$ cat src/rtl/dss_pkg.sv
// Shared types, codes and constants of the drum step sequencer.
package dss_pkg;

    // Pattern and timing constants
    localparam int STEPS_DEF     = 16;
    localparam int TRACKS        = 8;
    localparam int TICK_MS       = 1;
    localparam int BPM_LOW       = 40;
    localparam int BPM_HIGH      = 240;
    localparam int MS_PER_MINUTE = 60000;

    // Step length = ((60000/bpm)/4)/TICK_MS = 15000 / (bpm*TICK_MS)
    localparam int DIVIDEND      = MS_PER_MINUTE / 4;
    localparam int DIVIDEND_W    = $clog2(DIVIDEND + 1);
    localparam int DIVISOR_W     = $clog2(BPM_HIGH * TICK_MS + 1);
    localparam int LEN_W         = 12;

    localparam logic [7:0] TRACK_MASK = 8'((1 << TRACKS) - 1);
    localparam logic [7:0] NO_VALUE   = 8'hFF;

    // Input opcodes
    localparam logic [3:0] OP_TICK     = 4'd0;
    localparam logic [3:0] OP_PLAY     = 4'd1;
    localparam logic [3:0] OP_STOP     = 4'd2;
    localparam logic [3:0] OP_SET_BIT  = 4'd3;
    localparam logic [3:0] OP_GET_BIT  = 4'd4;
    localparam logic [3:0] OP_SET_MASK = 4'd5;
    localparam logic [3:0] OP_GET_MASK = 4'd6;
    localparam logic [3:0] OP_CLEAR    = 4'd7;
    localparam logic [3:0] OP_STATUS   = 4'd8;

    // Result kinds
    localparam logic [1:0] KIND_NOTE_OFF = 2'd0;
    localparam logic [1:0] KIND_NOTE_ON  = 2'd1;
    localparam logic [1:0] KIND_READ     = 2'd2;
    localparam logic [1:0] KIND_STATUS   = 2'd3;

    // Configuration register indexes
    localparam logic [1:0] CFG_TEMPO      = 2'd0;
    localparam logic [1:0] CFG_PROGRAM    = 2'd1;
    localparam logic [1:0] CFG_VELOCITIES = 2'd2;

    typedef struct packed {
        logic [3:0] opcode;
        logic       loop_flag;
        logic [3:0] step_index;
        logic [2:0] track_index;
        logic       bit_on;
        logic [7:0] step_mask;
    } t_in_item;

    typedef struct packed {
        logic [1:0] kind;
        logic [2:0] track_id;
        logic [7:0] velocity;
        logic [7:0] program_out;
        logic [7:0] read_value;
        logic       playing_out;
        logic       last;
    } t_out_item;

    typedef enum logic [3:0] {
        CMD_TICK,
        CMD_PLAY,
        CMD_STOP,
        CMD_SET_BIT,
        CMD_GET_BIT,
        CMD_SET_MASK,
        CMD_GET_MASK,
        CMD_CLEAR,
        CMD_STATUS
    } t_cmd_op;

    typedef struct packed {
        t_cmd_op    op;
        logic       loop_flag;
        logic [3:0] step_index;
        logic [2:0] track_index;
        logic       bit_on;
        logic [7:0] step_mask;
        logic       st_ok;
        logic       tr_ok;
    } t_cmd;

    typedef struct packed {
        logic        we;
        logic [1:0]  idx;
        logic [63:0] data;
    } t_cfg_wr;

    typedef struct packed {
        logic                 start;
        logic [DIVISOR_W-1:0] divisor;
    } t_div_req;

    typedef struct packed {
        logic             done;
        logic [LEN_W-1:0] quotient;
    } t_div_rsp;

    typedef enum logic [2:0] {
        BK_IDLE,
        BK_DIV,
        BK_RD_PREV,
        BK_RD_CUR,
        BK_WR_BIT,
        BK_REPLY,
        BK_EMIT
    } t_back_state;

endpackage

$ cat src/rtl/drum_step_sequencer.sv
// Top level of the drum step sequencer: front end, divider and back end.
//
//  channel  | ports                                 | accepted when
//  ---------+---------------------------------------+---------------------------
//  input    | push, full, i_in_item                 | push && !full
//  result   | empty, pop, o_out_item                | pop && !empty
//  config   | i_cfg_we, i_cfg_idx, i_cfg_data       | i_cfg_we
//
// The front end takes one item a cycle, while not full, into a two-entry
// command queue. The back end runs one command at a time: set_bit reads and
// then writes its step, a read or status reply waits for a free result
// register, play waits for the serial step-length divider, and a due tick
// reads two steps and emits up to 16 note events, one a cycle unless stalled.
// Reset is synchronous; pattern valid bits clear at once, no clearing pass.
// A held result stalls the back end only; the front keeps filling its queue.
module drum_step_sequencer import dss_pkg::*; #(
    parameter int STEPS = STEPS_DEF
) (
    input  logic        i_clk,
    input  logic        i_rst_n,
    input  logic        push,
    output logic        full,
    input  t_in_item    i_in_item,
    output logic        empty,
    input  logic        pop,
    output t_out_item   o_out_item,
    input  logic        i_cfg_we,
    input  logic [1:0]  i_cfg_idx,
    input  logic [63:0] i_cfg_data
);

    t_cmd     cmd;
    logic     cmd_valid;
    logic     cmd_pop;
    t_cfg_wr  cfg;
    t_div_req div_req;
    t_div_rsp div_rsp;
    logic     out_valid;

    assign cfg.we   = i_cfg_we;
    assign cfg.idx  = i_cfg_idx;
    assign cfg.data = i_cfg_data;
    assign empty    = !out_valid;

    dss_front #(
        .STEPS(STEPS)
    ) u_front (
        .i_clk      (i_clk),
        .i_rst_n    (i_rst_n),
        .push       (push),
        .full       (full),
        .i_in_item  (i_in_item),
        .o_cmd      (cmd),
        .o_cmd_valid(cmd_valid),
        .i_cmd_pop  (cmd_pop)
    );

    dss_divider u_div (
        .i_clk  (i_clk),
        .i_rst_n(i_rst_n),
        .i_req  (div_req),
        .o_rsp  (div_rsp)
    );

    dss_back #(
        .STEPS(STEPS)
    ) u_back (
        .i_clk      (i_clk),
        .i_rst_n    (i_rst_n),
        .i_cmd      (cmd),
        .i_cmd_valid(cmd_valid),
        .o_cmd_pop  (cmd_pop),
        .i_cfg      (cfg),
        .o_div_req  (div_req),
        .i_div_rsp  (div_rsp),
        .o_out_item (o_out_item),
        .o_out_valid(out_valid),
        .i_pop      (pop)
    );

endmodule

$ cat src/rtl/dss_front.sv
// Front end: accepts items, classifies opcodes and queues commands for the back end.
module dss_front import dss_pkg::*; #(
    parameter int STEPS = STEPS_DEF
) (
    input  logic     i_clk,
    input  logic     i_rst_n,
    input  logic     push,
    output logic     full,
    input  t_in_item i_in_item,
    output t_cmd     o_cmd,
    output logic     o_cmd_valid,
    input  logic     i_cmd_pop
);

    t_cmd       r_slot [2];
    logic       r_wr_ptr;
    logic       r_rd_ptr;
    logic [1:0] r_count;

    t_cmd       dec_cmd;
    logic       dec_known;
    logic       accept;
    logic       enq;
    logic       deq;

    // Opcode classification and range checks
    always_comb begin
        dec_cmd.op          = CMD_TICK;
        dec_cmd.loop_flag   = i_in_item.loop_flag;
        dec_cmd.step_index  = i_in_item.step_index;
        dec_cmd.track_index = i_in_item.track_index;
        dec_cmd.bit_on      = i_in_item.bit_on;
        dec_cmd.step_mask   = i_in_item.step_mask;
        dec_cmd.st_ok       = int'(i_in_item.step_index) < STEPS;
        dec_cmd.tr_ok       = int'(i_in_item.track_index) < TRACKS;
        dec_known           = 1'b1;
        case (i_in_item.opcode)
            OP_TICK:     dec_cmd.op = CMD_TICK;
            OP_PLAY:     dec_cmd.op = CMD_PLAY;
            OP_STOP:     dec_cmd.op = CMD_STOP;
            OP_SET_BIT:  dec_cmd.op = CMD_SET_BIT;
            OP_GET_BIT:  dec_cmd.op = CMD_GET_BIT;
            OP_SET_MASK: dec_cmd.op = CMD_SET_MASK;
            OP_GET_MASK: dec_cmd.op = CMD_GET_MASK;
            OP_CLEAR:    dec_cmd.op = CMD_CLEAR;
            OP_STATUS:   dec_cmd.op = CMD_STATUS;
            default:     dec_known  = 1'b0;
        endcase
    end

    // Unknown opcodes are taken and dropped
    assign full        = (r_count == 2'd2);
    assign accept      = push && !full;
    assign enq         = accept && dec_known;
    assign o_cmd_valid = (r_count != 2'd0);
    assign deq         = i_cmd_pop && o_cmd_valid;
    assign o_cmd       = r_slot[r_rd_ptr];

    // Two-entry command queue
    always_ff @(posedge i_clk) begin
        if (!i_rst_n) begin
            r_wr_ptr <= 1'b0;
            r_rd_ptr <= 1'b0;
            r_count  <= 2'd0;
        end else begin
            if (enq) begin
                r_wr_ptr <= !r_wr_ptr;
            end
            if (deq) begin
                r_rd_ptr <= !r_rd_ptr;
            end
            if (enq && !deq) begin
                r_count <= r_count + 2'd1;
            end else if (deq && !enq) begin
                r_count <= r_count - 2'd1;
            end
        end
    end

    always_ff @(posedge i_clk) begin
        if (enq) begin
            r_slot[r_wr_ptr] <= dec_cmd;
        end
    end

endmodule

$ cat src/rtl/dss_divider.sv
// Restoring divider: step length from the clamped tempo, one quotient bit a cycle.
module dss_divider import dss_pkg::*; (
    input  logic     i_clk,
    input  logic     i_rst_n,
    input  t_div_req i_req,
    output t_div_rsp o_rsp
);

    localparam int CNT_W = $clog2(DIVIDEND_W + 1);

    logic                  r_busy;
    logic                  r_done;
    logic [CNT_W-1:0]      r_cnt;
    logic [DIVISOR_W-1:0]  r_rem;
    logic [DIVIDEND_W-1:0] r_quo;
    logic [DIVISOR_W-1:0]  r_div;

    logic [DIVISOR_W:0]    trial;
    logic                  fits;

    // Shift in the next dividend bit and try a subtract
    assign trial = {r_rem, r_quo[DIVIDEND_W-1]};
    assign fits  = (trial >= {1'b0, r_div});

    always_ff @(posedge i_clk) begin
        if (!i_rst_n) begin
            r_busy <= 1'b0;
            r_done <= 1'b0;
            r_cnt  <= '0;
        end else begin
            r_done <= r_busy && (r_cnt == CNT_W'(1));
            if (i_req.start) begin
                r_busy <= 1'b1;
                r_cnt  <= CNT_W'(DIVIDEND_W);
            end else if (r_busy) begin
                r_cnt <= r_cnt - CNT_W'(1);
                if (r_cnt == CNT_W'(1)) begin
                    r_busy <= 1'b0;
                end
            end
        end
    end

    always_ff @(posedge i_clk) begin
        if (i_req.start) begin
            r_rem <= '0;
            r_quo <= DIVIDEND_W'(DIVIDEND);
            r_div <= i_req.divisor;
        end else if (r_busy) begin
            r_rem <= fits ? DIVISOR_W'(trial - {1'b0, r_div}) : trial[DIVISOR_W-1:0];
            r_quo <= {r_quo[DIVIDEND_W-2:0], fits};
        end
    end

    assign o_rsp.done     = r_done;
    assign o_rsp.quotient = r_quo[LEN_W-1:0];

endmodule

$ cat src/rtl/dss_back.sv
// Back end: pattern memory, playback state, command execution and result register.
module dss_back import dss_pkg::*; #(
    parameter int STEPS = STEPS_DEF
) (
    input  logic      i_clk,
    input  logic      i_rst_n,
    input  t_cmd      i_cmd,
    input  logic      i_cmd_valid,
    output logic      o_cmd_pop,
    input  t_cfg_wr   i_cfg,
    output t_div_req  o_div_req,
    input  t_div_rsp  i_div_rsp,
    output t_out_item o_out_item,
    output logic      o_out_valid,
    input  logic      i_pop
);

    localparam int SW = $clog2(STEPS);

    // Configuration registers
    logic [7:0]  r_tempo;
    logic [7:0]  r_program;
    logic [63:0] r_velocities;

    // Playback state
    t_back_state r_state, n_state;
    t_cmd        r_cmd, n_cmd;
    logic        r_playing, n_playing;
    logic        r_loop, n_loop;
    logic [SW-1:0] r_cur_step, n_cur_step;
    logic [SW-1:0] r_prev_step, n_prev_step;
    logic        r_prev_valid, n_prev_valid;
    logic [LEN_W-1:0] r_step_len, n_step_len;
    logic [LEN_W-1:0] r_wait, n_wait;
    logic [7:0]  r_off, n_off;
    logic [7:0]  r_on, n_on;

    // Pattern memory with per-step valid bits
    logic [7:0]  r_mem [STEPS];
    logic        r_vld [STEPS];
    logic [7:0]  r_rd_data;
    logic        r_rd_vld;

    // Result register
    t_out_item   r_out, n_out;
    logic        r_out_valid;

    logic          out_free;
    logic          out_load;
    logic [SW-1:0] rd_addr;
    logic [SW-1:0] mem_waddr;
    logic [7:0]    mem_wdata;
    logic          mem_we;
    logic          vld_clr;
    logic          div_start;
    logic [SW-1:0] head_st;
    logic [SW-1:0] cmd_st;
    logic [7:0]    rd_mask;
    logic [7:0]    bit_sel;

    logic [7:0]    emit_src;
    logic          emit_is_off;
    logic [2:0]    emit_idx;
    logic [7:0]    emit_clr;
    logic [7:0]    emit_rest;
    logic          emit_last;

    logic [7:0]           bpm_clamped;
    logic [DIVISOR_W-1:0] divisor;

    function automatic logic [2:0] lowest_bit(input logic [7:0] m);
        logic [2:0] idx;
        idx = 3'd0;
        for (int i = 7; i >= 0; i--) begin
            if (m[i]) begin
                idx = 3'(i);
            end
        end
        return idx;
    endfunction

    assign head_st  = SW'(i_cmd.step_index);
    assign cmd_st   = SW'(r_cmd.step_index);
    assign rd_mask  = r_rd_vld ? r_rd_data : 8'd0;
    assign out_free = !r_out_valid || i_pop;
    assign bit_sel  = 8'd1 << r_cmd.track_index;

    // Tempo clamp and divisor for the step length
    always_comb begin
        bpm_clamped = r_tempo;
        if (int'(r_tempo) < BPM_LOW) begin
            bpm_clamped = 8'(BPM_LOW);
        end else if (int'(r_tempo) > BPM_HIGH) begin
            bpm_clamped = 8'(BPM_HIGH);
        end
    end
    assign divisor           = DIVISOR_W'(bpm_clamped) * DIVISOR_W'(TICK_MS);
    assign o_div_req.start   = div_start;
    assign o_div_req.divisor = divisor;

    // Note event selection: note-offs first, lowest track first
    assign emit_is_off = (r_off != 8'd0);
    assign emit_src    = emit_is_off ? r_off : r_on;
    assign emit_idx    = lowest_bit(emit_src);
    assign emit_clr    = emit_src & ~(8'd1 << emit_idx);
    assign emit_rest   = emit_is_off ? (emit_clr | r_on) : emit_clr;
    assign emit_last   = (emit_rest == 8'd0);

    // Configuration writes
    always_ff @(posedge i_clk) begin
        if (!i_rst_n) begin
            r_tempo      <= 8'd120;
            r_program    <= 8'd0;
            r_velocities <= 64'd0;
        end else if (i_cfg.we) begin
            case (i_cfg.idx)
                CFG_TEMPO:      r_tempo      <= i_cfg.data[7:0];
                CFG_PROGRAM:    r_program    <= i_cfg.data[7:0];
                CFG_VELOCITIES: r_velocities <= i_cfg.data;
                default:        ;
            endcase
        end
    end

    // Next state
    always_comb begin
        n_state = r_state;
        case (r_state)
            BK_IDLE: begin
                if (i_cmd_valid) begin
                    case (i_cmd.op)
                        CMD_TICK: begin
                            if (r_playing && (r_wait == '0)) begin
                                n_state = BK_RD_PREV;
                            end
                        end
                        CMD_PLAY:    n_state = BK_DIV;
                        CMD_SET_BIT: begin
                            if (i_cmd.st_ok && i_cmd.tr_ok) begin
                                n_state = BK_WR_BIT;
                            end
                        end
                        CMD_GET_BIT, CMD_GET_MASK, CMD_STATUS: n_state = BK_REPLY;
                        default:     n_state = BK_IDLE;
                    endcase
                end
            end
            BK_DIV: begin
                if (i_div_rsp.done) begin
                    n_state = BK_IDLE;
                end
            end
            BK_RD_PREV: n_state = BK_RD_CUR;
            BK_RD_CUR: begin
                if ((r_off | (rd_mask & TRACK_MASK)) != 8'd0) begin
                    n_state = BK_EMIT;
                end else begin
                    n_state = BK_IDLE;
                end
            end
            BK_WR_BIT: n_state = BK_IDLE;
            BK_REPLY: begin
                if (out_free) begin
                    n_state = BK_IDLE;
                end
            end
            BK_EMIT: begin
                if (out_free && emit_last) begin
                    n_state = BK_IDLE;
                end
            end
            default: n_state = BK_IDLE;
        endcase
    end

    // Datapath controls and next values
    always_comb begin
        o_cmd_pop    = 1'b0;
        rd_addr      = cmd_st;
        mem_waddr    = cmd_st;
        mem_wdata    = r_cmd.step_mask;
        mem_we       = 1'b0;
        vld_clr      = 1'b0;
        div_start    = 1'b0;
        out_load     = 1'b0;
        n_out        = r_out;
        n_cmd        = r_cmd;
        n_playing    = r_playing;
        n_loop       = r_loop;
        n_cur_step   = r_cur_step;
        n_prev_step  = r_prev_step;
        n_prev_valid = r_prev_valid;
        n_step_len   = r_step_len;
        n_wait       = r_wait;
        n_off        = r_off;
        n_on         = r_on;
        case (r_state)
            BK_IDLE: begin
                rd_addr   = (i_cmd.op == CMD_TICK) ? r_prev_step : head_st;
                mem_waddr = head_st;
                if (i_cmd_valid) begin
                    o_cmd_pop = 1'b1;
                    n_cmd     = i_cmd;
                    case (i_cmd.op)
                        CMD_TICK: begin
                            if (r_playing && (r_wait != '0)) begin
                                n_wait = r_wait - LEN_W'(1);
                            end
                        end
                        CMD_PLAY: begin
                            div_start    = 1'b1;
                            n_cur_step   = '0;
                            n_prev_valid = 1'b0;
                            n_loop       = i_cmd.loop_flag;
                            n_wait       = '0;
                            n_playing    = 1'b1;
                        end
                        CMD_STOP: n_playing = 1'b0;
                        CMD_SET_MASK: begin
                            if (i_cmd.st_ok) begin
                                mem_we    = 1'b1;
                                mem_wdata = i_cmd.step_mask;
                            end
                        end
                        CMD_CLEAR: vld_clr = 1'b1;
                        default:   ;
                    endcase
                end
            end
            BK_DIV: begin
                if (i_div_rsp.done) begin
                    n_step_len = i_div_rsp.quotient;
                end
            end
            BK_RD_PREV: begin
                rd_addr = r_cur_step;
                n_off   = r_prev_valid ? (rd_mask & TRACK_MASK) : 8'd0;
            end
            BK_RD_CUR: begin
                n_on         = rd_mask & TRACK_MASK;
                n_prev_step  = r_cur_step;
                n_prev_valid = 1'b1;
                n_wait       = (r_step_len != '0) ? (r_step_len - LEN_W'(1)) : '0;
                if (r_cur_step == SW'(STEPS - 1)) begin
                    n_cur_step = '0;
                    if (!r_loop) begin
                        n_playing = 1'b0;
                    end
                end else begin
                    n_cur_step = r_cur_step + SW'(1);
                end
            end
            BK_WR_BIT: begin
                mem_we    = 1'b1;
                mem_wdata = r_cmd.bit_on ? (rd_mask | bit_sel) : (rd_mask & ~bit_sel);
            end
            BK_REPLY: begin
                if (out_free) begin
                    out_load          = 1'b1;
                    n_out.kind        = KIND_READ;
                    n_out.track_id    = 3'd0;
                    n_out.velocity    = 8'd0;
                    n_out.program_out = 8'd0;
                    n_out.playing_out = 1'b0;
                    n_out.last        = 1'b1;
                    case (r_cmd.op)
                        CMD_GET_BIT: begin
                            n_out.read_value = (r_cmd.st_ok && r_cmd.tr_ok) ?
                                {7'd0, rd_mask[r_cmd.track_index]} : NO_VALUE;
                        end
                        CMD_GET_MASK: begin
                            n_out.read_value = r_cmd.st_ok ? rd_mask : NO_VALUE;
                        end
                        default: begin
                            n_out.kind        = KIND_STATUS;
                            n_out.read_value  = r_playing ? 8'(r_cur_step) : NO_VALUE;
                            n_out.playing_out = r_playing;
                        end
                    endcase
                end
            end
            BK_EMIT: begin
                if (out_free) begin
                    out_load          = 1'b1;
                    n_out.kind        = emit_is_off ? KIND_NOTE_OFF : KIND_NOTE_ON;
                    n_out.track_id    = emit_idx;
                    n_out.velocity    = emit_is_off ? 8'd0 :
                                        r_velocities[{emit_idx, 3'b000} +: 8];
                    n_out.program_out = r_program;
                    n_out.read_value  = 8'd0;
                    n_out.playing_out = 1'b0;
                    n_out.last        = emit_last;
                    if (emit_is_off) begin
                        n_off = emit_clr;
                    end else begin
                        n_on = emit_clr;
                    end
                end
            end
            default: ;
        endcase
    end

    // Control registers
    always_ff @(posedge i_clk) begin
        if (!i_rst_n) begin
            r_state      <= BK_IDLE;
            r_playing    <= 1'b0;
            r_loop       <= 1'b0;
            r_cur_step   <= '0;
            r_prev_step  <= '0;
            r_prev_valid <= 1'b0;
            r_step_len   <= '0;
            r_wait       <= '0;
            r_out_valid  <= 1'b0;
        end else begin
            r_state      <= n_state;
            r_playing    <= n_playing;
            r_loop       <= n_loop;
            r_cur_step   <= n_cur_step;
            r_prev_step  <= n_prev_step;
            r_prev_valid <= n_prev_valid;
            r_step_len   <= n_step_len;
            r_wait       <= n_wait;
            if (out_load) begin
                r_out_valid <= 1'b1;
            end else if (i_pop) begin
                r_out_valid <= 1'b0;
            end
        end
    end

    // Payload registers
    always_ff @(posedge i_clk) begin
        r_cmd <= n_cmd;
        r_off <= n_off;
        r_on  <= n_on;
        if (out_load) begin
            r_out <= n_out;
        end
    end

    // Pattern memory: one write, one registered read
    always_ff @(posedge i_clk) begin
        if (mem_we) begin
            r_mem[mem_waddr] <= mem_wdata;
        end
        r_rd_data <= r_mem[rd_addr];
    end

    // Valid bits: an unwritten or cleared step reads as zero
    always_ff @(posedge i_clk) begin
        if (!i_rst_n) begin
            for (int i = 0; i < STEPS; i++) begin
                r_vld[i] <= 1'b0;
            end
            r_rd_vld <= 1'b0;
        end else begin
            r_rd_vld <= r_vld[rd_addr];
            if (vld_clr) begin
                for (int i = 0; i < STEPS; i++) begin
                    r_vld[i] <= 1'b0;
                end
            end else if (mem_we) begin
                r_vld[mem_waddr] <= 1'b1;
            end
        end
    end

    assign o_out_item  = r_out;
    assign o_out_valid = r_out_valid;

    // Checks
    a_emit_has_work: assert property (@(posedge i_clk) disable iff (!i_rst_n)
        (r_state == BK_EMIT) |-> ((r_off | r_on) != 8'd0))
        else $error("emit state with no pending note");

    a_step_in_range: assert property (@(posedge i_clk) disable iff (!i_rst_n)
        r_cur_step <= SW'(STEPS - 1))
        else $error("current step out of range");

    a_due_sets_prev: assert property (@(posedge i_clk) disable iff (!i_rst_n)
        (r_state == BK_RD_CUR) |=> r_prev_valid)
        else $error("due step did not record previous step");

    a_no_overwrite: assert property (@(posedge i_clk) disable iff (!i_rst_n)
        out_load |-> (!r_out_valid || i_pop))
        else $error("result register overwritten before pop");

    a_div_only_in_div: assert property (@(posedge i_clk) disable iff (!i_rst_n)
        i_div_rsp.done |-> (r_state == BK_DIV))
        else $error("divider finished outside play setup");

endmodule

$ cat config.mk
export PLATFORM = sky130hd
export DESIGN_NAME = drum_step_sequencer
export DESIGN_NICKNAME = d
export VERILOG_FILES = /design/src/rtl/dss_pkg.sv /design/src/rtl/drum_step_sequencer.sv /design/src/rtl/dss_front.sv /design/src/rtl/dss_divider.sv /design/src/rtl/dss_back.sv
export SDC_FILE = /design/constraint.sdc
export NUM_CORES = 1
export LEC_CHECK = 0
export BUFFER_PORTS_ARGS = -buffer_cell sky130_fd_sc_hd__buf_2
export CORE_ASPECT_RATIO = 0.6
export CORE_MARGIN = 2
export CORE_UTILIZATION = 52
export CTS_CLUSTER_SIZE = 20
export DETAILED_ROUTE_END_ITERATION = 8
export GPL_TIMING_DRIVEN = 0
export PLACE_DENSITY_LB_ADDON = 0.2
export SLEW_MARGIN = 20
export SYNTH_ARGS = -nofsm -noshare
export SYNTH_HDL_FRONTEND = slang
export SYNTH_SLANG_ARGS = --single-unit
export TNS_END_PERCENT = 30
$ cat constraint.sdc
create_clock -name i_clk -period 2.7 [get_ports i_clk]
set_input_delay 0.135 -clock i_clk [delete_from_list [all_inputs] [get_ports i_clk]]
set_output_delay 0.135 -clock i_clk [all_outputs]
set_load 0.01 [all_outputs]
==> parameters.txt <==
Parameter                              Value

Synth
  Number of library cell types mapped by synthesis    85
  Fraction of synthesis flops using an asynchronous set or reset pin    0%
  Fraction of post-synthesis cell area in the top cell type by area    39.8%
  Cell accounting for the most synthesized area    edfxtp_1
  Number of synthesized flops with an enable pin    245
  Synth Cell Area    0.0185 mm2
  Synthesized netlist net count    1809
  Most area-consuming cells after synthesis    edfxtp_1, dfxtp_1, nand2_1
  Mean instance size in the synthesized netlist    10.9 um2
  Number of standard cells after synthesis    1702
  Number of storage elements in the synthesis netlist    422
  Total number of yosys warnings    0
  Share of the yosys chip area belonging to registers    58.9%
  Dominant register cell in the synthesized netlist    edfxtp_1

Routing
  Iteration-0 DRC Markers    1707
  Routed wire length on met2    22.2 mm
  Post-DR vias/cell    5.96
  Remaining antenna violation count after routing    0
  Number of design rule violations left after detail routing    0
  Overall routed net length    55.2 mm
  Number of iterations in the first detailed-routing pass    6
  Met3 wirelength from detailed routing    6.55 mm
  Top layer reached by signal wires    met4
  DR vias    15038
  Post-detailed-route wirelength per cell    21.9 um
  Met1 layer wirelength in the final routing    25.0 mm

Critical path
  Crit Path Category    register to register
  List of cells traversed by the critical path    nor4_4 > buf_4 > o21ai_4 > o21a_1 > a21oi_4 > buf_8 > buf_12 > mux2_2 > o211ai_1 > nand4_1
  Buffer and inverter count on the worst path    3
  CP max stage cell    edfxtp_1
  Cell class contributing the biggest share of worst-path delay    compound AO/OA/AOI/OAI gates
  Slowest cell delay on critical path    0.43 ns
  Max FO, Critical Path    6
  Critical Path Source Type    register
  Sort of element at the end of the critical path    register
  Required time of the critical path    3.09 ns
  Arrival time worst endpoint    3.19 ns

Clock network
  Clock root buffer master    clkbuf_16
  Sink count of the clock tree    422
  Clock latency at the later pin of the worst-skew pair    0.55 ns
  Maximum buffer depth of the clock tree    3
  Htree depth    2
  Clock Pin Slew Worst Setup and Hold Paths    0.07 ns
  CTS tree    done
  CTS buffer count    40

Power and ir drop
  Fraction of power spent switching nets    37.2%
  Leakage power    8.60 nW
  Power share of the clock group    22.6%
  Cell-internal power    0.0153 W
  Sequential share of power    36.9%
  Largest vdd supply drop    596 uV
  Fraction of power consumed by combinational cells    40.5%
  Switching power total    0.00904 W
  Power density over the cells    1040 mW/mm2

Place
  Placed standard-cell area    0.0198 mm2
  Count of placed standard cells including taps    2298
  DP Worst Slack    -0.794 ns
  Weighted congestion at the end of routability-driven global placement    0.944
  Count of port buffers added during placement    124
  Detailed placer's ending HPWL    37.4 mm

GRT
  Total routing resource utilization after global routing    29.3%
  Number of antenna violations at the first check in global routing    0
  Grt total ovfl    0
  Global-route wire length before repair    81.9 mm
  Largest net degree at the start of global routing    26
  Vias in the first global route    14017

STA
  Worst slew pin tran    0.883 ns
  Min Tclk post-route    2.79 ns
  Count of endpoints failing setup in the final report    30
  Final setup slack of the worst path    -0.0934 ns
  Final worst clock skew    0.0213 ns
  Highest attainable clock frequency    0.358 GHz
  Setup repair after global routing missed its margin    true
  Slew Limit Fails    0
  Period utilisation layout    103%
  Tightest hold margin    0.0708 ns
  Normalized max-slew margin    41.1%
  Final hold vios    0

Die
  Num ports    125
  Std-Cell Rows    53
  Area enclosed by the die boundary    0.0371 mm2
  Horizontal die dimension    247 um
  Placeable core region    0.0350 mm2
  Y dimension of the die    150 um
  Initial core utilization    52.8%

Flow run
  Number of maximum-capacitance constraint violations    0

Hold path
  Worst hold path class    primary input to register

Outcome
  Run status    finished with violations
  Violated checks    negative setup slack

Cells and area
  Share of cells above drive strength 1    21.9%
  Inserted Diodes    0
  Design area    0.0234 mm2
  Area grow syn2layout    26.5%
  Number of standard cells in the final layout excluding fillers    2523
  Nets    2131
[power groups by stage]
stage	Sequential, W	Clock (W)	Combinational, W
after floorplan	0.00883	0	0.00528
after global placement	0.00901	0	0.00744
after detailed placement	0.00903	0	0.00768
after CTS	0.00889	0.00551	0.00881
after global routing	0.00904	0.00579	0.0104
final	0.00896	0.00548	0.00985
[state kept, by name (all words and copies together) (netlist names), 12 cells and up, named ones only]
name / flops
u_back.r_cmd: 16
u_back.r_vld: 16
u_div.r_quo: 14
u_back.r_wait: 12
u_front.r_slot: 42
u_back.r_velocities: 64
u_back.o_out_item: 31
u_back.r_step_len: 12
u_back.r_mem: 128
[cells in the mapped netlist (4+ instances only)]
library cell / number
nand4_1: 14
nor2b_1: 10
nor4_1: 12
o211ai_1: 36
edfxtp_1: 245
a211oi_1: 7
o21ai_0: 60
nand3_1: 13
a221o_1: 4
nand3b_1: 8
buf_4: 5
a22oi_1: 7
nor2_1: 137
clkbuf_1: 59
a31oi_1: 9
mux2i_1: 100
a21oi_1: 133
mux2_2: 47
a21o_1: 4
nand2b_1: 11
o311a_1: 4
dfxtp_1: 177
o22ai_1: 7
and3_1: 4
or2_2: 5
nor3_1: 29
or3_1: 16
o31ai_1: 13
ha_1: 14
o21a_1: 19
buf_2: 12
xor2_1: 7
and2_1: 17
inv_1: 47
xnor2_1: 13
a32o_1: 7
nor3b_1: 5
buf_1: 16
a22o_1: 6
nand2_1: 291
a41oi_1: 5
[per-layer routing]
layer,vias to the layer above,GRT usage [%]
met3,122,8.18
met1,7236,44.9
met4,0,7.81
met2,861,40.1
li1,6819,-
met5,-,0
[final cells by class]
| cell class | count | area (um2) |
|---|---|---|
| repair buffers | 283 | 2320 |
| inverters | 47 | 180 |
| multi-input cells | 1139 | 7630 |
| flip-flops and latches | 422 | 10900 |
| well taps | 467 | 584 |
| plain buffers | 90 | 522 |
| repair inverters | 1 | 5.00 |
| clock buffers | 54 | 1070 |
| fillers | 2581 | 11600 |
| clock inverters | 20 | 168 |
[repair_timing]
action,in CTS,in global routing
setup buffers,29,36
hold buffers,87,0
cloned,2,2
endpoints found under the setup margin,303,280
pin swaps,27,30
gates resized for setup,108,99
hold endpoints to repair,126,0
[through the flow]
stage | total power, W | setup TNS, ns | utilization (%)
CTS | 0.0232 | -1.37 | 64.8
floorplan | 0.0141 | -6.38 | -
detailed placement | 0.0167 | -116.58 | 56.6
global route | 0.0253 | -5.18 | 66.8
global placement | 0.0164 | -179.93 | 56.3
finish | 0.0243 | -0.991 | 66.8
[final timing paths]
| check | startpoint | endpoint | slack (ns) | cells after the start |
|---|---|---|---|---|
| max | u_front.r_slot[0][18] | u_back.r_rd_data[2] | -0.09 | 10 |
| min | pop | u_back.o_out_valid | 0.07 | 3 |
| max reg2reg | u_front.r_slot[0][18] | u_back.r_rd_data[2] | -0.09 | 10 |
| min reg2reg | u_back.r_velocities[34] | u_back.r_velocities[34] | 0.46 | 2 |
[cells in the final DEF (no fill, tap or decap), drive strengths merged, types with 18 or more instances in the layout]
cell type and count:
a21oi 133, and2 18, buf 228, clkbuf 112, dfxtp 177, dlygate4sd3 87, edfxtp 245, inv 50
mux2 47, mux2i 102, nand2 291, nor2 138, nor3 29, o211ai 36, o21a 19, o21ai 63
[logic make-up after synthesis]
logic type      share of synthesized area, %
xor+xnor                               0.947
compound gates                          12.6
buf+inv                                 3.13
simple gates                            14.7
flops                                   58.9
fa+ha+maj                               1.06
mux                                     8.59
[worst min-delay path: stages]
cell	delay (ns)
buf_2	0.10
nand2b_1	0.24
a21oi_1	0.09
(Power assumes the default switching activity.)
